==> config.mk <==
export PLATFORM = sky130hd
export DESIGN_NAME = char_lcd_terminal_control_top
export DESIGN_NICKNAME = d
export VERILOG_FILES = /design/src/hdl/clcd_pkg.sv /design/src/hdl/clcd_front.sv /design/src/hdl/clcd_queue.sv /design/src/hdl/clcd_back.sv /design/src/hdl/char_lcd_terminal_control_top.sv
export VERILOG_INCLUDE_DIRS = /design/src /design/src/hdl
export SDC_FILE = /design/constraint.sdc
export NUM_CORES = 1
export LEC_CHECK = 0
export BUFFER_PORTS_ARGS = -buffer_cell sky130_fd_sc_hd__buf_2
export CORE_MARGIN = 5
export CORE_UTILIZATION = 44
export DETAILED_ROUTE_END_ITERATION = 8
export GPL_ROUTABILITY_DRIVEN = 0
export PLACE_DENSITY = 0.68
export SYNTH_ARGS = -nofsm -noshare
export SYNTH_HDL_FRONTEND = slang
export SYNTH_SLANG_ARGS = --single-unit
==> constraint.sdc <==
create_clock -name clk -period 3.3 [get_ports clk]
set_clock_uncertainty 0.1 [all_clocks]
set_input_delay 0.495 -clock clk [delete_from_list [all_inputs] [get_ports clk]]
set_output_delay 0.495 -clock clk [all_outputs]
set_load 0.05 [all_outputs]
==> src/hdl/assert_macros.svh <==
// Assertion macros shared by the display controller RTL.
// No dependencies; included by files that carry concurrent checks.
`ifndef ASSERT_MACROS_SVH
`define ASSERT_MACROS_SVH

// Condition must never be true at a clock edge outside reset.
`define ASSERT_NEVER(lbl, clk, rstn, cond) \
    lbl: assert property (@(posedge clk) disable iff (!rstn) !(cond)) \
        else $error("forbidden condition seen");

// When the trigger holds, the consequence must hold in the next cycle.
`define ASSERT_NXT(lbl, clk, rstn, trig, cons) \
    lbl: assert property (@(posedge clk) disable iff (!rstn) (trig) |=> (cons)) \
        else $error("next-cycle check failed");

`endif

==> src/hdl/clcd_pkg.sv <==
// Shared types and constants for the character display controller.
// No dependencies; imported by every module of the block.
package clcd_pkg;

    // Screen geometry
    localparam int ROWS   = 2;
    localparam int COLS   = 16;
    localparam int ROW_W  = 1;
    localparam int COL_W  = 5;
    localparam int CHAR_W = 8;
    localparam int OP_W   = 3;
    localparam int CMD_W  = 4;
    localparam int TABW_W = 4;
    localparam int CELLS  = ROWS * COLS;
    localparam int CELL_W = $clog2(CELLS);

    localparam logic [ROW_W-1:0]  LAST_ROW = ROW_W'(ROWS - 1);
    localparam logic [COL_W-1:0]  LAST_COL = COL_W'(COLS - 1);
    localparam logic [CELL_W-1:0] COLS_C   = CELL_W'(COLS);

    // Character codes
    localparam logic [CHAR_W-1:0] CH_NUL   = 8'd0;
    localparam logic [CHAR_W-1:0] CH_BEL   = 8'd7;
    localparam logic [CHAR_W-1:0] CH_BS    = 8'd8;
    localparam logic [CHAR_W-1:0] CH_HT    = 8'd9;
    localparam logic [CHAR_W-1:0] CH_LF    = 8'd10;
    localparam logic [CHAR_W-1:0] CH_FF    = 8'd12;
    localparam logic [CHAR_W-1:0] CH_CR    = 8'd13;
    localparam logic [CHAR_W-1:0] CH_DC1   = 8'd17;
    localparam logic [CHAR_W-1:0] CH_DC2   = 8'd18;
    localparam logic [CHAR_W-1:0] CH_DC3   = 8'd19;
    localparam logic [CHAR_W-1:0] CH_DC4   = 8'd20;
    localparam logic [CHAR_W-1:0] CH_SPACE = 8'd32;
    localparam logic [CHAR_W-1:0] CH_DEL   = 8'd127;

    // Display operations
    localparam logic [OP_W-1:0] OP_WRITE     = 3'd0;
    localparam logic [OP_W-1:0] OP_SET_CUR   = 3'd1;
    localparam logic [OP_W-1:0] OP_CLEAR     = 3'd2;
    localparam logic [OP_W-1:0] OP_LIGHT_OFF = 3'd3;
    localparam logic [OP_W-1:0] OP_LIGHT_ON  = 3'd4;
    localparam logic [OP_W-1:0] OP_CUR_OFF   = 3'd5;
    localparam logic [OP_W-1:0] OP_CUR_ON    = 3'd6;
    localparam logic [OP_W-1:0] OP_BELL      = 3'd7;

    // Classified commands passed from front to back
    localparam logic [CMD_W-1:0] CMD_PRINT = 4'd0;
    localparam logic [CMD_W-1:0] CMD_BELL  = 4'd1;
    localparam logic [CMD_W-1:0] CMD_BACK  = 4'd2;
    localparam logic [CMD_W-1:0] CMD_RUB   = 4'd3;
    localparam logic [CMD_W-1:0] CMD_TAB   = 4'd4;
    localparam logic [CMD_W-1:0] CMD_LF    = 4'd5;
    localparam logic [CMD_W-1:0] CMD_FF    = 4'd6;
    localparam logic [CMD_W-1:0] CMD_CR    = 4'd7;
    localparam logic [CMD_W-1:0] CMD_LOFF  = 4'd8;
    localparam logic [CMD_W-1:0] CMD_LON   = 4'd9;
    localparam logic [CMD_W-1:0] CMD_COFF  = 4'd10;
    localparam logic [CMD_W-1:0] CMD_CON   = 4'd11;

    // Configuration register indexes and reset values
    localparam int CFG_IDX_W = 2;
    localparam logic [CFG_IDX_W-1:0] CFG_LF_RETURN = 2'd0;
    localparam logic [CFG_IDX_W-1:0] CFG_SWAP_BS   = 2'd1;
    localparam logic [CFG_IDX_W-1:0] CFG_TAB_WIDTH = 2'd2;
    localparam logic [TABW_W-1:0] TAB_WIDTH_RESET = 4'd5;
    localparam logic [TABW_W-1:0] TAB_MIN         = 4'd1;
    localparam logic [TABW_W-1:0] TAB_MAX         = 4'd8;

    // Command queue sizing
    localparam int QDEPTH = 2;
    localparam int QPTR_W = $clog2(QDEPTH);
    localparam int QCNT_W = $clog2(QDEPTH + 1);

    typedef struct packed {
        logic [CMD_W-1:0]  cmd;
        logic [CHAR_W-1:0] glyph;
    } cmd_item_t;

    typedef struct packed {
        logic              lf_return;
        logic              bs_del_swap;
        logic [TABW_W-1:0] tab_width;
    } cfg_t;

endpackage

==> src/hdl/clcd_front.sv <==
// Front end: accepts character items and classifies them into commands.
// Depends on clcd_pkg; feeds clcd_queue.
module clcd_front
    import clcd_pkg::*;
(
    input  logic              clk,
    input  logic              rst_n,
    input  logic [CHAR_W-1:0] char_code,
    input  logic              in_valid,
    output logic              in_stall,
    input  logic              bs_del_swap,
    output logic              push,
    output cmd_item_t         push_item,
    input  logic              q_full
);

    logic      fr_valid_reg, fr_valid_next;
    cmd_item_t fr_item_reg, fr_item_next;
    logic      accept;
    logic      keep;
    cmd_item_t cls_item;

    // Classify the incoming byte
    always_comb
    begin
        keep           = 1'b1;
        cls_item.cmd   = CMD_PRINT;
        cls_item.glyph = char_code;
        case (char_code)
            CH_NUL: keep = 1'b0;
            CH_BEL: cls_item.cmd = CMD_BELL;
            CH_BS:  cls_item.cmd = bs_del_swap ? CMD_RUB : CMD_BACK;
            CH_HT:  cls_item.cmd = CMD_TAB;
            CH_LF:  cls_item.cmd = CMD_LF;
            CH_FF:  cls_item.cmd = CMD_FF;
            CH_CR:  cls_item.cmd = CMD_CR;
            CH_DC1: cls_item.cmd = CMD_LOFF;
            CH_DC2: cls_item.cmd = CMD_LON;
            CH_DC3: cls_item.cmd = CMD_COFF;
            CH_DC4: cls_item.cmd = CMD_CON;
            CH_DEL: cls_item.cmd = bs_del_swap ? CMD_BACK : CMD_RUB;
            default: cls_item.cmd = CMD_PRINT;
        endcase
    end

    // Holding stage in front of the queue
    assign in_stall  = fr_valid_reg && q_full;
    assign accept    = in_valid && !in_stall;
    assign push      = fr_valid_reg && !q_full;
    assign push_item = fr_item_reg;

    always_comb
    begin
        fr_valid_next = fr_valid_reg && !push;
        fr_item_next  = fr_item_reg;
        if (accept)
        begin
            fr_valid_next = keep;
            fr_item_next  = cls_item;
        end
    end

    always_ff @(posedge clk or negedge rst_n)
    begin
        if (!rst_n)
        begin
            fr_valid_reg <= 1'b0;
        end
        else
        begin
            fr_valid_reg <= fr_valid_next;
        end
    end

    always_ff @(posedge clk)
    begin
        fr_item_reg <= fr_item_next;
    end

endmodule

==> src/hdl/clcd_queue.sv <==
// Short command queue between the classifying front and the executing back.
// Depends on clcd_pkg and assert_macros.svh.
`include "assert_macros.svh"

module clcd_queue
    import clcd_pkg::*;
(
    input  logic      clk,
    input  logic      rst_n,
    input  logic      push,
    input  cmd_item_t push_item,
    output logic      full,
    input  logic      pop,
    output logic      pop_valid,
    output cmd_item_t pop_item
);

    cmd_item_t            q_mem_reg [QDEPTH];
    logic [QPTR_W-1:0]    wr_ptr_reg, wr_ptr_next;
    logic [QPTR_W-1:0]    rd_ptr_reg, rd_ptr_next;
    logic [QCNT_W-1:0]    count_reg, count_next;

    assign full      = (count_reg == QCNT_W'(QDEPTH));
    assign pop_valid = (count_reg != '0);
    assign pop_item  = q_mem_reg[rd_ptr_reg];

    // Pointer and occupancy update
    always_comb
    begin
        wr_ptr_next = wr_ptr_reg;
        rd_ptr_next = rd_ptr_reg;
        count_next  = count_reg;
        if (push)
        begin
            wr_ptr_next = (wr_ptr_reg == QPTR_W'(QDEPTH - 1)) ? '0 : wr_ptr_reg + QPTR_W'(1);
        end
        if (pop)
        begin
            rd_ptr_next = (rd_ptr_reg == QPTR_W'(QDEPTH - 1)) ? '0 : rd_ptr_reg + QPTR_W'(1);
        end
        if (push && !pop)
        begin
            count_next = count_reg + QCNT_W'(1);
        end
        else if (pop && !push)
        begin
            count_next = count_reg - QCNT_W'(1);
        end
    end

    always_ff @(posedge clk or negedge rst_n)
    begin
        if (!rst_n)
        begin
            wr_ptr_reg <= '0;
            rd_ptr_reg <= '0;
            count_reg  <= '0;
        end
        else
        begin
            wr_ptr_reg <= wr_ptr_next;
            rd_ptr_reg <= rd_ptr_next;
            count_reg  <= count_next;
        end
    end

    // Entry storage
    always_ff @(posedge clk)
    begin
        if (push)
        begin
            q_mem_reg[wr_ptr_reg] <= push_item;
        end
    end

    `ASSERT_NEVER(a_q_push_full, clk, rst_n, push && full)
    `ASSERT_NEVER(a_q_pop_empty, clk, rst_n, pop && !pop_valid)

endmodule

==> src/hdl/clcd_back.sv <==
// Back end: runs queued commands, keeps cursor and screen text, and issues
// display operations through an output register. Depends on clcd_pkg and assert_macros.svh.
`include "assert_macros.svh"

module clcd_back
    import clcd_pkg::*;
(
    input  logic              clk,
    input  logic              rst_n,
    input  cfg_t              cfg,
    input  logic              q_valid,
    input  cmd_item_t         q_item,
    output logic              q_pop,
    output logic              out_valid,
    input  logic              out_stall,
    output logic [OP_W-1:0]   display_op,
    output logic [ROW_W-1:0]  target_row,
    output logic [COL_W-1:0]  target_col,
    output logic [CHAR_W-1:0] glyph,
    output logic              last_of_run
);

    // Sequencer states
    localparam int ST_W = 4;
    localparam logic [ST_W-1:0] ST_IDLE   = 4'd0;
    localparam logic [ST_W-1:0] ST_SIMPLE = 4'd1;
    localparam logic [ST_W-1:0] ST_BACK   = 4'd2;
    localparam logic [ST_W-1:0] ST_RUB1   = 4'd3;
    localparam logic [ST_W-1:0] ST_PWRITE = 4'd4;
    localparam logic [ST_W-1:0] ST_RUB2   = 4'd5;
    localparam logic [ST_W-1:0] ST_TMOD   = 4'd6;
    localparam logic [ST_W-1:0] ST_LFRET  = 4'd7;
    localparam logic [ST_W-1:0] ST_CR     = 4'd8;
    localparam logic [ST_W-1:0] ST_ADV    = 4'd9;
    localparam logic [ST_W-1:0] ST_SCLR   = 4'd10;
    localparam logic [ST_W-1:0] ST_SSCAN  = 4'd11;
    localparam logic [ST_W-1:0] ST_SCUR   = 4'd12;
    localparam logic [ST_W-1:0] ST_FCUR   = 4'd13;

    logic [ST_W-1:0]   state_reg, state_next;
    logic [CMD_W-1:0]  cmd_reg, cmd_next;
    logic [CHAR_W-1:0] pglyph_reg, pglyph_next;
    logic [ROW_W-1:0]  row_reg, row_next;
    logic [COL_W-1:0]  col_reg, col_next;
    logic [COL_W-1:0]  tmod_reg, tmod_next;
    logic [ROW_W-1:0]  scan_row_reg, scan_row_next;
    logic [COL_W-1:0]  scan_col_reg, scan_col_next;
    logic [CHAR_W-1:0] screen_reg [CELLS];
    logic [CHAR_W-1:0] screen_next [CELLS];

    logic              out_valid_reg, out_valid_next;
    logic [OP_W-1:0]   op_reg, op_next;
    logic [ROW_W-1:0]  trow_reg, trow_next;
    logic [COL_W-1:0]  tcol_reg, tcol_next;
    logic [CHAR_W-1:0] oglyph_reg, oglyph_next;
    logic              last_reg, last_next;

    logic              out_free;
    logic              emit;
    logic [OP_W-1:0]   e_op;
    logic [ROW_W-1:0]  e_row;
    logic [COL_W-1:0]  e_col;
    logic [CHAR_W-1:0] e_glyph;
    logic              e_last;
    logic [TABW_W-1:0] tw_sat;
    logic [COL_W-1:0]  tw_col;
    logic [CELL_W-1:0] wr_idx;
    logic [CELL_W-1:0] scan_idx;

    // Op code for commands that give a single fixed operation
    function automatic logic [OP_W-1:0] simple_op(input logic [CMD_W-1:0] c);
        logic [OP_W-1:0] op;
        case (c)
            CMD_FF:   op = OP_CLEAR;
            CMD_LOFF: op = OP_LIGHT_OFF;
            CMD_LON:  op = OP_LIGHT_ON;
            CMD_COFF: op = OP_CUR_OFF;
            CMD_CON:  op = OP_CUR_ON;
            default:  op = OP_BELL;
        endcase
        return op;
    endfunction

    assign out_free = !out_valid_reg || !out_stall;

    // Tab width clamped to 1..8
    always_comb
    begin
        if (cfg.tab_width < TAB_MIN)
        begin
            tw_sat = TAB_MIN;
        end
        else if (cfg.tab_width > TAB_MAX)
        begin
            tw_sat = TAB_MAX;
        end
        else
        begin
            tw_sat = cfg.tab_width;
        end
    end
    assign tw_col = COL_W'(tw_sat);

    assign wr_idx   = CELL_W'(row_reg) * COLS_C + CELL_W'(col_reg);
    assign scan_idx = CELL_W'(scan_row_reg) * COLS_C + CELL_W'(scan_col_reg);

    // Command sequencer
    always_comb
    begin
        state_next    = state_reg;
        cmd_next      = cmd_reg;
        pglyph_next   = pglyph_reg;
        row_next      = row_reg;
        col_next      = col_reg;
        tmod_next     = tmod_reg;
        scan_row_next = scan_row_reg;
        scan_col_next = scan_col_reg;
        for (int i = 0; i < CELLS; i++)
        begin
            screen_next[i] = screen_reg[i];
        end
        q_pop   = 1'b0;
        emit    = 1'b0;
        e_op    = OP_WRITE;
        e_row   = '0;
        e_col   = '0;
        e_glyph = '0;
        e_last  = 1'b0;

        case (state_reg)
            ST_IDLE:
            begin
                if (q_valid)
                begin
                    q_pop       = 1'b1;
                    cmd_next    = q_item.cmd;
                    pglyph_next = q_item.glyph;
                    case (q_item.cmd)
                        CMD_PRINT: state_next = ST_PWRITE;
                        CMD_BACK:  state_next = ST_BACK;
                        CMD_RUB:
                        begin
                            pglyph_next = CH_SPACE;
                            state_next  = ST_RUB1;
                        end
                        CMD_TAB:
                        begin
                            pglyph_next = CH_SPACE;
                            tmod_next   = col_reg;
                            state_next  = ST_TMOD;
                        end
                        CMD_LF:    state_next = cfg.lf_return ? ST_LFRET : ST_ADV;
                        CMD_CR:    state_next = ST_CR;
                        default:   state_next = ST_SIMPLE;
                    endcase
                end
            end

            // Bell, clear, light and cursor switches
            ST_SIMPLE:
            begin
                if (out_free)
                begin
                    emit   = 1'b1;
                    e_op   = simple_op(cmd_reg);
                    e_last = 1'b1;
                    if (cmd_reg == CMD_FF)
                    begin
                        for (int i = 0; i < CELLS; i++)
                        begin
                            screen_next[i] = '0;
                        end
                        row_next = '0;
                        col_next = '0;
                    end
                    state_next = ST_IDLE;
                end
            end

            // Backspace, alone or as the final step of a rub-out
            ST_BACK, ST_RUB2:
            begin
                if (col_reg == '0)
                begin
                    state_next = ST_IDLE;
                end
                else if (out_free)
                begin
                    emit       = 1'b1;
                    e_op       = OP_SET_CUR;
                    e_row      = row_reg;
                    e_col      = col_reg - COL_W'(1);
                    e_last     = 1'b1;
                    col_next   = col_reg - COL_W'(1);
                    state_next = ST_IDLE;
                end
            end

            // First backspace of a rub-out
            ST_RUB1:
            begin
                if (col_reg == '0)
                begin
                    state_next = ST_PWRITE;
                end
                else if (out_free)
                begin
                    emit       = 1'b1;
                    e_op       = OP_SET_CUR;
                    e_row      = row_reg;
                    e_col      = col_reg - COL_W'(1);
                    col_next   = col_reg - COL_W'(1);
                    state_next = ST_PWRITE;
                end
            end

            // Remainder of the column by the tab width, one subtract a cycle, then spaces to the next stop
            ST_TMOD:
            begin
                if (tmod_reg >= tw_col)
                begin
                    tmod_next = tmod_reg - tw_col;
                end
                else
                begin
                    tmod_next  = tw_col - tmod_reg;
                    state_next = ST_PWRITE;
                end
            end

            // Write one glyph at the cursor
            ST_PWRITE:
            begin
                if (out_free)
                begin
                    emit    = 1'b1;
                    e_op    = OP_WRITE;
                    e_row   = row_reg;
                    e_col   = col_reg;
                    e_glyph = pglyph_reg;
                    screen_next[wr_idx] = pglyph_reg;
                    if (col_reg >= LAST_COL)
                    begin
                        col_next   = '0;
                        state_next = ST_ADV;
                    end
                    else
                    begin
                        col_next = col_reg + COL_W'(1);
                        case (cmd_reg)
                            CMD_TAB:
                            begin
                                if (tmod_reg == COL_W'(1))
                                begin
                                    e_last     = 1'b1;
                                    state_next = ST_IDLE;
                                end
                                else
                                begin
                                    tmod_next = tmod_reg - COL_W'(1);
                                end
                            end
                            CMD_RUB: state_next = ST_RUB2;
                            default:
                            begin
                                e_last     = 1'b1;
                                state_next = ST_IDLE;
                            end
                        endcase
                    end
                end
            end

            // Return before a line feed
            ST_LFRET:
            begin
                if (out_free)
                begin
                    emit       = 1'b1;
                    e_op       = OP_SET_CUR;
                    e_row      = row_reg;
                    col_next   = '0;
                    state_next = ST_ADV;
                end
            end

            ST_CR:
            begin
                if (out_free)
                begin
                    emit       = 1'b1;
                    e_op       = OP_SET_CUR;
                    e_row      = row_reg;
                    e_last     = 1'b1;
                    col_next   = '0;
                    state_next = ST_IDLE;
                end
            end

            // Next row, or scroll at the bottom row
            ST_ADV:
            begin
                if (row_reg < LAST_ROW)
                begin
                    row_next   = row_reg + ROW_W'(1);
                    state_next = ST_FCUR;
                end
                else
                begin
                    state_next = ST_SCLR;
                end
            end

            // Scroll: clear, shift the buffer up and blank the bottom row
            ST_SCLR:
            begin
                if (out_free)
                begin
                    emit = 1'b1;
                    e_op = OP_CLEAR;
                    for (int i = 0; i < CELLS - COLS; i++)
                    begin
                        screen_next[i] = screen_reg[i + COLS];
                    end
                    for (int i = CELLS - COLS; i < CELLS; i++)
                    begin
                        screen_next[i] = '0;
                    end
                    scan_row_next = '0;
                    scan_col_next = '0;
                    state_next    = ST_SSCAN;
                end
            end

            // Redraw every position in row-major order
            ST_SSCAN:
            begin
                if (out_free)
                begin
                    emit    = 1'b1;
                    e_op    = OP_WRITE;
                    e_row   = scan_row_reg;
                    e_col   = scan_col_reg;
                    e_glyph = screen_reg[scan_idx];
                    if (scan_col_reg >= LAST_COL)
                    begin
                        scan_col_next = '0;
                        if (scan_row_reg >= LAST_ROW)
                        begin
                            state_next = ST_SCUR;
                        end
                        else
                        begin
                            scan_row_next = scan_row_reg + ROW_W'(1);
                        end
                    end
                    else
                    begin
                        scan_col_next = scan_col_reg + COL_W'(1);
                    end
                end
            end

            // Cursor restore ending the scroll
            ST_SCUR:
            begin
                if (out_free)
                begin
                    emit       = 1'b1;
                    e_op       = OP_SET_CUR;
                    e_row      = row_reg;
                    e_col      = col_reg;
                    state_next = ST_FCUR;
                end
            end

            // Final cursor placement after a row advance
            ST_FCUR:
            begin
                if (out_free)
                begin
                    emit       = 1'b1;
                    e_op       = OP_SET_CUR;
                    e_row      = row_reg;
                    e_col      = col_reg;
                    e_last     = 1'b1;
                    state_next = ST_IDLE;
                end
            end

            default:
            begin
                state_next = ST_IDLE;
            end
        endcase
    end

    // Output register
    always_comb
    begin
        out_valid_next = out_free ? emit : out_valid_reg;
        op_next        = op_reg;
        trow_next      = trow_reg;
        tcol_next      = tcol_reg;
        oglyph_next    = oglyph_reg;
        last_next      = last_reg;
        if (emit)
        begin
            op_next     = e_op;
            trow_next   = e_row;
            tcol_next   = e_col;
            oglyph_next = e_glyph;
            last_next   = e_last;
        end
    end

    always_ff @(posedge clk or negedge rst_n)
    begin
        if (!rst_n)
        begin
            state_reg     <= ST_IDLE;
            row_reg       <= '0;
            col_reg       <= '0;
            out_valid_reg <= 1'b0;
            for (int i = 0; i < CELLS; i++)
            begin
                screen_reg[i] <= '0;
            end
        end
        else
        begin
            state_reg     <= state_next;
            row_reg       <= row_next;
            col_reg       <= col_next;
            out_valid_reg <= out_valid_next;
            for (int i = 0; i < CELLS; i++)
            begin
                screen_reg[i] <= screen_next[i];
            end
        end
    end

    always_ff @(posedge clk)
    begin
        cmd_reg      <= cmd_next;
        pglyph_reg   <= pglyph_next;
        tmod_reg     <= tmod_next;
        scan_row_reg <= scan_row_next;
        scan_col_reg <= scan_col_next;
        op_reg       <= op_next;
        trow_reg     <= trow_next;
        tcol_reg     <= tcol_next;
        oglyph_reg   <= oglyph_next;
        last_reg     <= last_next;
    end

    assign out_valid   = out_valid_reg;
    assign display_op  = op_reg;
    assign target_row  = trow_reg;
    assign target_col  = tcol_reg;
    assign glyph       = oglyph_reg;
    assign last_of_run = last_reg;

    `ASSERT_NEVER(a_col_range, clk, rst_n, col_reg > LAST_COL)
    `ASSERT_NXT(a_last_ends_run, clk, rst_n, emit && e_last, state_reg == ST_IDLE)
    `ASSERT_NEVER(a_pop_busy, clk, rst_n, q_pop && (state_reg != ST_IDLE))

endmodule

==> src/hdl/char_lcd_terminal_control_top.sv <==
// Path: an accepted byte is held in the front register, then written into the command queue;
// the sequencer pops it when idle and presents its display operations through the output register.
// Throughput: at most one operation per unstalled cycle; a byte gives up to 43 operations (a tab
// wrapping into a scroll), and a tab first runs column / tab width + 1 remainder steps. The pop,
// row advance steps and a backspace at column 0 issue no operation. Reset: cursor at row 0
// column 0, text zeroed, options off, tab width 5. Uses clcd_pkg, front, queue and back.
module char_lcd_terminal_control_top
    import clcd_pkg::*;
(
    input  logic                 clk,
    input  logic                 rst_n,
    input  logic                 cfg_we,
    input  logic [CFG_IDX_W-1:0] cfg_index,
    input  logic [TABW_W-1:0]    cfg_data,
    input  logic [CHAR_W-1:0]    char_code,
    input  logic                 in_valid,
    output logic                 in_stall,
    output logic                 out_valid,
    input  logic                 out_stall,
    output logic [OP_W-1:0]      display_op,
    output logic [ROW_W-1:0]     target_row,
    output logic [COL_W-1:0]     target_col,
    output logic [CHAR_W-1:0]    glyph,
    output logic                 last_of_run
);

    cfg_t      cfg_reg, cfg_next;
    logic      push;
    cmd_item_t push_item;
    logic      q_full;
    logic      q_pop;
    logic      q_valid;
    cmd_item_t q_item;

    // Option registers
    always_comb
    begin
        cfg_next = cfg_reg;
        if (cfg_we)
        begin
            case (cfg_index)
                CFG_LF_RETURN: cfg_next.lf_return   = cfg_data[0];
                CFG_SWAP_BS:   cfg_next.bs_del_swap = cfg_data[0];
                CFG_TAB_WIDTH: cfg_next.tab_width   = cfg_data;
                default:       cfg_next = cfg_reg;
            endcase
        end
    end

    always_ff @(posedge clk or negedge rst_n)
    begin
        if (!rst_n)
        begin
            cfg_reg.lf_return   <= 1'b0;
            cfg_reg.bs_del_swap <= 1'b0;
            cfg_reg.tab_width   <= TAB_WIDTH_RESET;
        end
        else
        begin
            cfg_reg <= cfg_next;
        end
    end

    clcd_front u_front
    (
        .clk         (clk),
        .rst_n       (rst_n),
        .char_code   (char_code),
        .in_valid    (in_valid),
        .in_stall    (in_stall),
        .bs_del_swap (cfg_reg.bs_del_swap),
        .push        (push),
        .push_item   (push_item),
        .q_full      (q_full)
    );

    clcd_queue u_queue
    (
        .clk       (clk),
        .rst_n     (rst_n),
        .push      (push),
        .push_item (push_item),
        .full      (q_full),
        .pop       (q_pop),
        .pop_valid (q_valid),
        .pop_item  (q_item)
    );

    clcd_back u_back
    (
        .clk         (clk),
        .rst_n       (rst_n),
        .cfg         (cfg_reg),
        .q_valid     (q_valid),
        .q_item      (q_item),
        .q_pop       (q_pop),
        .out_valid   (out_valid),
        .out_stall   (out_stall),
        .display_op  (display_op),
        .target_row  (target_row),
        .target_col  (target_col),
        .glyph       (glyph),
        .last_of_run (last_of_run)
    );

endmodule

Yosys cells after proc, flatten, opt, wreduce, memory -nomap -nowiden. Memory sizes are Yosys's and may differ from the RTL's. Cells that the tools add are included.

Register bits after elaboration: 331. Output and inout bits: 20. Bits of input ports: 19. Memory bits (writable): 24. Memories: 1. Logic and storage cells: 290.

Bitwise gates (word level): 2. Equality and inequality tests: 62. Reduce and logical (&&, ||, !) cells: 46. Order comparisons: 10. Muxes and demuxes: 100. Add/subtract/negate cells: 14.

Memory list: u_queue.q_mem_reg (words 2, width 12, read ports 1, clocked after Yosys merged registers in 0, write ports 1, RTL line clcd_queue.sv:18) `cmd_item_t q_mem_reg [QDEPTH];`.

Operators by type and width (count): $mux 256 (4); $pmux 256 s3 (1); $bwmux 256 (1); $mux 5 (20); $pmux 4 s11 (2); $mux 4 (18); $bmux 8 s5 (1); $demux 8 s5 (1); $eq 4x4->1 const B (10); $eq 8x4->1 const B (5); $mux 8 (5); $eq 4x3->1 const B (9); $eq 8x5->1 const B (4); $pmux 5 s3 (2); $mux 1 (26); $ne 2x1->1 const B (13); $pmux 4 s6 (1); $eq 4x2->1 const B (5); $pmux 5 s4 (1); $pmux 8 s2 (1); $pmux 3 s5 (1); $ne 2x2->1 const B (7); $reduce_and 7->1 (2); $ge 6x6->1 const B (2); 51 further kinds (92).

Depth between registers and ports, before layout. Gate-level depths: netlist of the first run.

Word-level depth: 9. Mapped depth: 11. Gate-level depth less buffers: 11.

Modules after synthesis. A second synthesis of the first run with hierarchy kept.

Cell total of the unflattened synthesis: 1635. Area total of the unflattened synthesis: 18836.8 um2.

By module, submodules not included: clcd_back (area an instance 16831.1 um2, times used 1, cells each 1516); clcd_queue (area an instance 1089.8 um2, times used 1, cells each 53); clcd_front (area an instance 640.6 um2, times used 1, cells each 51); char_lcd_terminal_control_top (area an instance 275.3 um2, times used 1, cells each 15).

Worst setup path before layout of the first run. Ideal clock, no wire load.

Kind: flip-flop to flip-flop. Start: register u_back.col_reg[0]. End: register u_back.op_reg[0], in the netlist u_back.display_op[0] (enable). Cell stages (with the launch flop): 9. Slack: 0.583 ns. Data arrival time: 2.225 ns. Buffers on the path: 1. Required time: 2.808 ns. Cell sequence: dfrtp_1 > clkbuf_1 > inv_1 > ha_1 > nor4b_4 > nand3_1 > a311oi_1 > o21bai_1 > nor2_1.

Word-level cells in the longest chain between the ends: 3.

Ends and longest elaborated chain: from (decl) (RTL line clcd_back.sv:44) `logic [COL_W-1:0] col_reg, col_next;`; from (signal assigned) (RTL line clcd_back.sv:434) `col_reg <= col_next;`; $logic_not 5->1 (RTL line clcd_back.sv:183, clcd_back.sv:202); $mux 1 (RTL line clcd_back.sv:183) `if (col_reg == '0)`; $pmux 1 s2 (RTL line clcd_back.sv:130) `case (state_reg)`; net u_back.emit (RTL line clcd_back.sv:59) `logic emit;`; to (signal assigned) (RTL line clcd_back.sv:450) `op_reg <= op_next;`; to (decl) (RTL line clcd_back.sv:52) `logic [OP_W-1:0] op_reg, op_next;`.

The timed path passes the listed nets, and every way through them passes these cells. A chain may end at the register's enable or synchronous reset.

Final worst setup path of the first run.
Start: register cfg_reg[2] (netlist name). End: register u_back.tmod_reg[4], data pin.

Word-level cells in the longest chain between the ends: 6. Elaborated cells on any way between the ends: 9. Those cells by class: 2 x add/sub; 3 x order compare; 4 x mux.

Ends and longest elaborated chain: from (decl) (RTL line char_lcd_terminal_control_top.sv:27) `cfg_t cfg_reg, cfg_next;`; from (signal assigned) (RTL line char_lcd_terminal_control_top.sv:60) `cfg_reg <= cfg_next;`; $gt 4x4->1 (RTL line clcd_back.sv:93) `else if (cfg.tab_width > TAB_MAX)`; $mux 4 (RTL line clcd_back.sv:93); $mux 4 * (RTL line clcd_back.sv:89) `if (cfg.tab_width < TAB_MIN)`; $sub 4x5->5, or another cell as far along (RTL line clcd_back.sv:226) `tmod_next = tw_col - tmod_reg;`; $mux 5 * (RTL line clcd_back.sv:220) `if (tmod_reg >= tw_col)`; $pmux 5 s3 * (RTL line clcd_back.sv:130); net u_back.tmod_next[4] (RTL line clcd_back.sv:45) `logic [COL_W-1:0] tmod_reg, tmod_next;`; to (signal assigned) (RTL line clcd_back.sv:447) `tmod_reg <= tmod_next;`; to (decl) (RTL line clcd_back.sv:45).

Mark *: on every way through the listed nets, which the timed path passes. The rest lies on a longest branch.

==> metrics.md, run 1 <==
| Metric | Value |
|---|---|
| Outcome | completed |
| Top cells by count, synth | dfrtp_1, nor2_1, mux2i_1 |
| Max Freq | 322 MHz |
| Number of port buffers | 38 |
| Grt total ovfl | 0 |
| Synth unique cells | 77 |
| Mapped Area | 0.0186 sq mm |
| First-pass GRT wire length | 83.9 mm |
| Core area | 0.0419 sq mm |
| Via Count | 14,500 |
| Most common cell in the netlist | dfrtp_1 |
| Initial antenna violation count | 0 |
| Drt total wl | 53.3 mm |
| Final hold vios | 0 |
| Synth Net Count | 1,731 |
| Hold Path Class | in2reg |
| Ys flop type | dfrtp_1 |
| Post-CTS setup buffer count | 0 |
| Final worst-path setup slack | 194 ps |
| #FFs+latches synth | 355 |
| DP Worst Slack | 334 ps |
| Fin crit period | 3110 ps |
| Worst-Margin Slew | 1220 ps |
| First DRT Iteration DRCs | 1,923 |
| Max reg flops | 256 |
| Pre-Repair DR Iteration Count | 8 |
| Max-cap violations | 0 |
| I/O pin count | 39 |
| Reg2Reg Depth | 10 |
| Vias in the first global route | 14,300 |
| Clk slew on worst S/H paths | 60 ps |
| GRT busiest layer | met2 |
| Reg2reg setup slack | 190 ps |
| Synth warnings | 0 |
| CP Capture Type | register |
| Synth top area share | 37.0% |
| Critical Path RT | 3500 ps |
| Top area cells in the synthesized netlist | dfrtp_1, edfxtp_1, mux2i_1, mux4_2, a22oi_1 |
| Startpoint types | register |
| Routing usage on met3 | 3.81% |
| DP HPWL | 34.1 mm |
| Max-slew violation count | 0 |
| Initial Util | 44.4% |
| Pin count of the biggest net entering global routing | 116 |
| CTS tree | yes |
| CP Data Arrival Time | 3300 ps |
| GRT Overall Usage | 22.3% |
| Worst-Skew Late Latency | 550 ps |
| Final nets | 1,742 |
| Row cnt | 75 |
| H-tree depth | 2 |
| Clock buffer depth | 3 |
| PwrDens | 714 mW/mm^2 |
| Multi-input gate area | 0.00860 sq mm |
| Die height | 216 microns |
| Crit path max fanout | 3 |
| Area delta synth->final | 11.9% |
| Seq/Total Area, Yosys | 49.7% |
| Die W | 216 microns |
| Routed WL per cell | 23.5 microns |
| CTS buffer count | 39 |
| Max-slew headroom | 18.2% |
| Share of layout cells above drive strength 1 | 14.6% |
| RR Startpoint | cfg_reg[2] |
| Diodes inserted | 0 |
| Met1 Usage GRT | 31.6% |
| Die ar. | 0.0466 sq mm |
| Final Setup Violations | 0 |
| DRC viols | 0 |
| Reg-to-Reg End | u_back.tmod_reg[4] |
| Avg Vias per Cell | 6.41 |
| Max VDD drop | 0.000441 V |
| Hold path start | in_valid |
| P_leak | 8.33 nW |
| Final period util | 94.1% |
| Post-synthesis cell count | 1,692 |
| Worst Setup EP | u_back.tmod_reg[4] |
| Setup TNS | 0 ps |
| Most area-hungry cell type in the Yosys netlist | dfrtp_1 |
| Number of synthesized flops with an enable pin | 77 |
| Clock sinks | 355 |
| Met2 usage | 34.9% |
| Register Area | 0.00927 sq mm |
| RSZ-0062 raised after global routing | no |
| Mean Syn Cell Area | 11.0 sq um |
| Critical Path Start | cfg_reg[2] |
| FILL cells | 3,673 |
| DRT antenna net count | 0 |
| Ys async rst share | 78.3% |
| Crit Path Category | reg2reg |
| CTS root buf | clkbuf_16 |
[metal layers]
layer / up-vias / share of wire (%)
li1: 6365 / -
met1: 7310 / 43
met2: 746 / 46
met3: 125 / 8.0
met4: 0 / 3.4
met5: - / 0
[power breakdown]
group          leakage, nW  switching (mW)  internal [mW]  total, mW
Combinational         3.12            2.97           1.36       4.33
Sequential            4.57           0.773           5.32       6.09
Clock                0.638            1.81           2.66       4.48
[layout by cell type (no fill, tap or decap), types with 5 or more instances in the layout]
master / netlist / final
dfrtp_1: 276 / 276
a22oi_1: 137 / 137
buf_12: 0 / 7
nand3_1: 16 / 16
nor4_1: 6 / 6
and3_1: 22 / 22
nand3b_1: 7 / 7
xnor2_1: 11 / 11
nand2b_1: 13 / 13
ha_1: 18 / 18
nor2_1: 191 / 190
mux2_2: 9 / 9
clkbuf_8: 0 / 5
o22ai_1: 12 / 12
o31ai_1: 6 / 6
buf_2: 40 / 37
clkbuf_16: 0 / 40
clkbuf_1: 78 / 9
buf_4: 14 / 68
mux2i_1: 158 / 158
o2bb2ai_1: 115 / 115
o221ai_1: 17 / 17
a31oi_1: 20 / 20
o21ai_0: 42 / 42
nand2_1: 124 / 124
a21oi_1: 66 / 66
nor3_1: 19 / 19
nor2b_1: 7 / 7
mux4_2: 48 / 48
xor2_1: 7 / 6
edfxtp_1: 77 / 77
inv_1: 41 / 41
[cell type report]
| class | instances | area share (%) |
|---|---|---|
| clock buffers | 54 | 5.29 |
| clock inverters | 15 | 0.972 |
| inverters | 41 | 0.738 |
| multi-input cells | 1152 | 41.2 |
| flip-flops and latches | 355 | 44.4 |
| well taps | 539 | 3.23 |
| repair buffers | 114 | 4.13 |
[worst max-delay path, cell delays in order (launching register included)]
cell and delay [ps]:
dfstp_2 540, nor2_1 40, nor2_1 90, nor2_1 70, ha_1 300, nand2b_1 210
a21o_1 200, a2111oi_0 620, o31ai_1 210, a31o_2 240, or2_1 230
[what timing repair did]
action	4_1_cts	5_1_grt
hold buffers	1	0
gates resized for setup	0	0
endpoints found under the hold margin	79	0
setup endpoints to repair	0	0
[worst min-delay path by stage]
stage / endpoint / slack, ps / depth (start not counted)
2_1_floorplan: cfg_reg[1] / 100 / 0
3_3_place_gp: u_queue.q_mem_reg[0][3] / 330 / 0
3_5_place_dp: u_queue.q_mem_reg[0][6] / 330 / 0
4_1_cts: u_front.fr_valid_reg / 40 / 3
5_1_grt: u_front.fr_valid_reg / 50 / 3
6_report: u_front.fr_valid_reg / 60 / 3
[metrics by stage]
step           instances  area, sq um  power [mW]  utilization, %  hold slack (ps)
4_1_cts             2270        20900        14.9            49.7             37.0
6_report            2270        20900        14.9            49.7             56.0
5_1_grt             2270        20900        15.6            49.7             49.2
3_3_place_gp        2200        19500        10.3            46.6              326
2_1_floorplan       1692        18600        8.89               -             99.4
3_5_place_dp        2200        19500        10.4            46.6              334
[cell families after synthesis]
kind of cell / synth area share [%]
and+or+nand+nor: 10.7
muxes: 14.8
AOI/OAI and AO/OA: 18.2
xor gates and xnor gates: 0.846
adders and majority gates: 1.42
buffers and inverters: 4.32
DFF: 49.7
No activity file was read; power rests on OpenSTA's default activity.
==> inputs of run 2 (changes only) <==
CTS_BUF_LIST = sky130_fd_sc_hd__clkbuf_4 sky130_fd_sc_hd__clkbuf_8   (was default)
==> run 2 against run 1 <==
  * Core utilization grew 0.19 points
  * Critical path depth stayed put
  * Highest routed layer unchanged
  * Sequential power is essentially flat
==> metrics.md, run 2 (synthesized netlist as in run 1, its figures left out) <==
| Metric | Value |
|---|---|
| Drt total wl | 53.5 mm (+0.37%) |
| CTS buffer count | 59 (+51%) |
| Reg-to-Reg End | u_back.tmod_reg[4] |
| CP Capture Type | register |
| Final Setup Violations | 0 (unchanged) |
| Worst Setup EP | u_back.tmod_reg[4] |
| CTS root buf | clkbuf_8 |
| Grt total ovfl | 0 (unchanged) |
| Share of layout cells above drive strength 1 | 16.8% (+2.2 points) |
| Critical Path Start | cfg_reg[2] |
| Max-slew headroom | 18.7% (+0.53 points) |
| Most common cell after layout, fill and taps aside | dfrtp_1 |
| Clock buffer depth | 3 (unchanged) |
| Initial Util | 44.4% (unchanged) |
| P_leak | 8.42 nW (+1.1%) |
| First-pass GRT wire length | 84.1 mm (+0.23%) |
| GRT Overall Usage | 22.5% (+0.13 points) |
| Outcome | completed |
| Critical Path RT | 3610 ps (+110 ps) |
| First DRT Iteration DRCs | 1,697 (-12%) |
| DRC viols | 0 (unchanged) |
| Max reg flops | 256 (unchanged) |
| Fin crit period | 3030 ps (-76.3 ps) |
| Setup TNS | 0 ps (unchanged) |
| Crit Path Category | reg2reg |
| Post-CTS setup buffer count | 0 (unchanged) |
| Post_cts resized | 0 (unchanged) |
| Die W | 216 microns (unchanged) |
| Max Freq | 330 MHz (+2.5%) |
| Area delta synth->final | 12.4% |
| Reg2reg setup slack | 270 ps (+80 ps) |
| DP HPWL | 34.1 mm (unchanged) |
| Max-slew violation count | 0 (unchanged) |
| DRT antenna net count | 0 (unchanged) |
| Final worst-path setup slack | 271 ps (+76.3 ps) |
| RSZ-0062 raised after global routing | no |
| CTS tree | yes |
| FILL cells | 3,716 (+1.2%) |
| H-tree depth | 2 (unchanged) |
| Max VDD drop | 0.000412 V (-6.7%) |
| Crit path max fanout | 3 (unchanged) |
| CP Data Arrival Time | 3340 ps (+40 ps) |
| Via Count | 14,700 (+0.72%) |
| Die ar. | 0.0466 sq mm (unchanged) |
| Most frequent cells in the layout | dfrtp_1, nor2_1, mux2i_1 |
| PwrDens | 700 mW/mm^2 (-2.1%) |
| Core area | 0.0419 sq mm (unchanged) |
| Worst-Skew Late Latency | 660 ps (+110 ps) |
| Startpoint types | register |
| Routed WL per cell | 23.1 microns (-1.8%) |
| Hold path start | char_code[4] |
| RR Startpoint | cfg_reg[2] |
| Diodes inserted | 0 (unchanged) |
| Pre-Repair DR Iteration Count | 6 (-2) |
| Row cnt | 75 (unchanged) |
| Pin count of the biggest net entering global routing | 116 (unchanged) |
| Avg Vias per Cell | 6.32 (-1.4%) |
| I/O pin count | 39 (unchanged) |
| Initial antenna violation count | 0 (unchanged) |
| Final hold vios | 0 (unchanged) |
| Clock sinks | 355 (unchanged) |
| Hold Path Class | in2reg |
| Final nets | 1,771 (+1.7%) |
| Vias in the first global route | 14,500 (+1.0%) |
| Die height | 216 microns (unchanged) |
| Reg2Reg Depth | 10 (unchanged) |
| Util after Layout | 49.9% (+0.19 points) |
| Cts hold-fix bufs | 10 (+9) |
| Clk slew on worst S/H paths | 60 ps (about the same) |
| Placed cell area | 0.0195 sq mm (unchanged) |
| Worst-Margin Slew | 1210 ps (-7.97 ps) |
| DP Worst Slack | 334 ps (unchanged) |
| Design area | 0.0209 sq mm (+0.39%) |
| Max-cap violations | 0 (unchanged) |
| Final period util | 91.8% (-2.3 points) |
| Number of port buffers | 38 (unchanged) |
-- run 2: cell types whose count changed in the layout (fill, tap and decap cells not counted), sizes merged --
cell / change
clkbuf: +44
bufinv: -2
inv: -1
dlygate4sd3: +9
-- run 2: cell type report --
cell class | count | area, sq um | share of cell area [%]
Multi-Input combinational cell | 1152 | 8600 | 41.0
Clock inverter | 12 | 111 | 0.532
Sequential cell | 355 | 9270 | 44.3
Clock buffer | 98 | 1190 | 5.66
Inverter | 41 | 154 | 0.735
Timing Repair Buffer | 123 | 951 | 4.54
Tap cell | 539 | 674 | 3.22
-- run 2: per-stage QoR --
step           instances  hold WS [ps]  power, mW
2_1_floorplan       1692          99.4       8.89
3_3_place_gp        2200           326       10.3
3_5_place_dp        2200           334       10.4
4_1_cts             2320          21.1       14.6
5_1_grt             2320          44.5       15.4
6_report            2320          78.8       14.7
-- run 2: per-layer routing --
metal | GRT usage, % | vias to the layer above | part of all wire [%]
met5 | 0 | - | 0
met2 | 35.0 | 708 | 45
met3 | 4.55 | 158 | 8.1
met1 | 31.2 | 7353 | 43
li1 | - | 6432 | -
met4 | 8.53 | 0 | 4.0
-- run 2: worst min path at each step --
stage                         endpoint  slack, ps  cells past startpoint
2_1_floorplan               cfg_reg[1]        100                      0
3_3_place_gp   u_queue.q_mem_reg[0][3]        330                      0
3_5_place_dp   u_queue.q_mem_reg[0][6]        330                      0
4_1_cts           u_front.push_item[4]         20                      1
5_1_grt           u_front.push_item[4]         40                      1
6_report          u_front.push_item[4]         80                      1
-- run 2: critical path: stages (launching register included) --
cell and delay (ps):
dfstp_2 540, nor2_1 40, nor2_1 90, nor2_1 70
ha_1 300, nand2b_1 220, a21o_1 200, a2111oi_0 590
o31ai_1 200, a31o_2 240, or2_1 210
-- run 2: where the power goes --
part	switching (mW)	internal, mW	total [mW]
Combinational	2.97	1.36	4.33
Clock	1.81	2.41	4.22
Sequential	0.772	5.32	6.09
Total	5.55	9.10	14.7
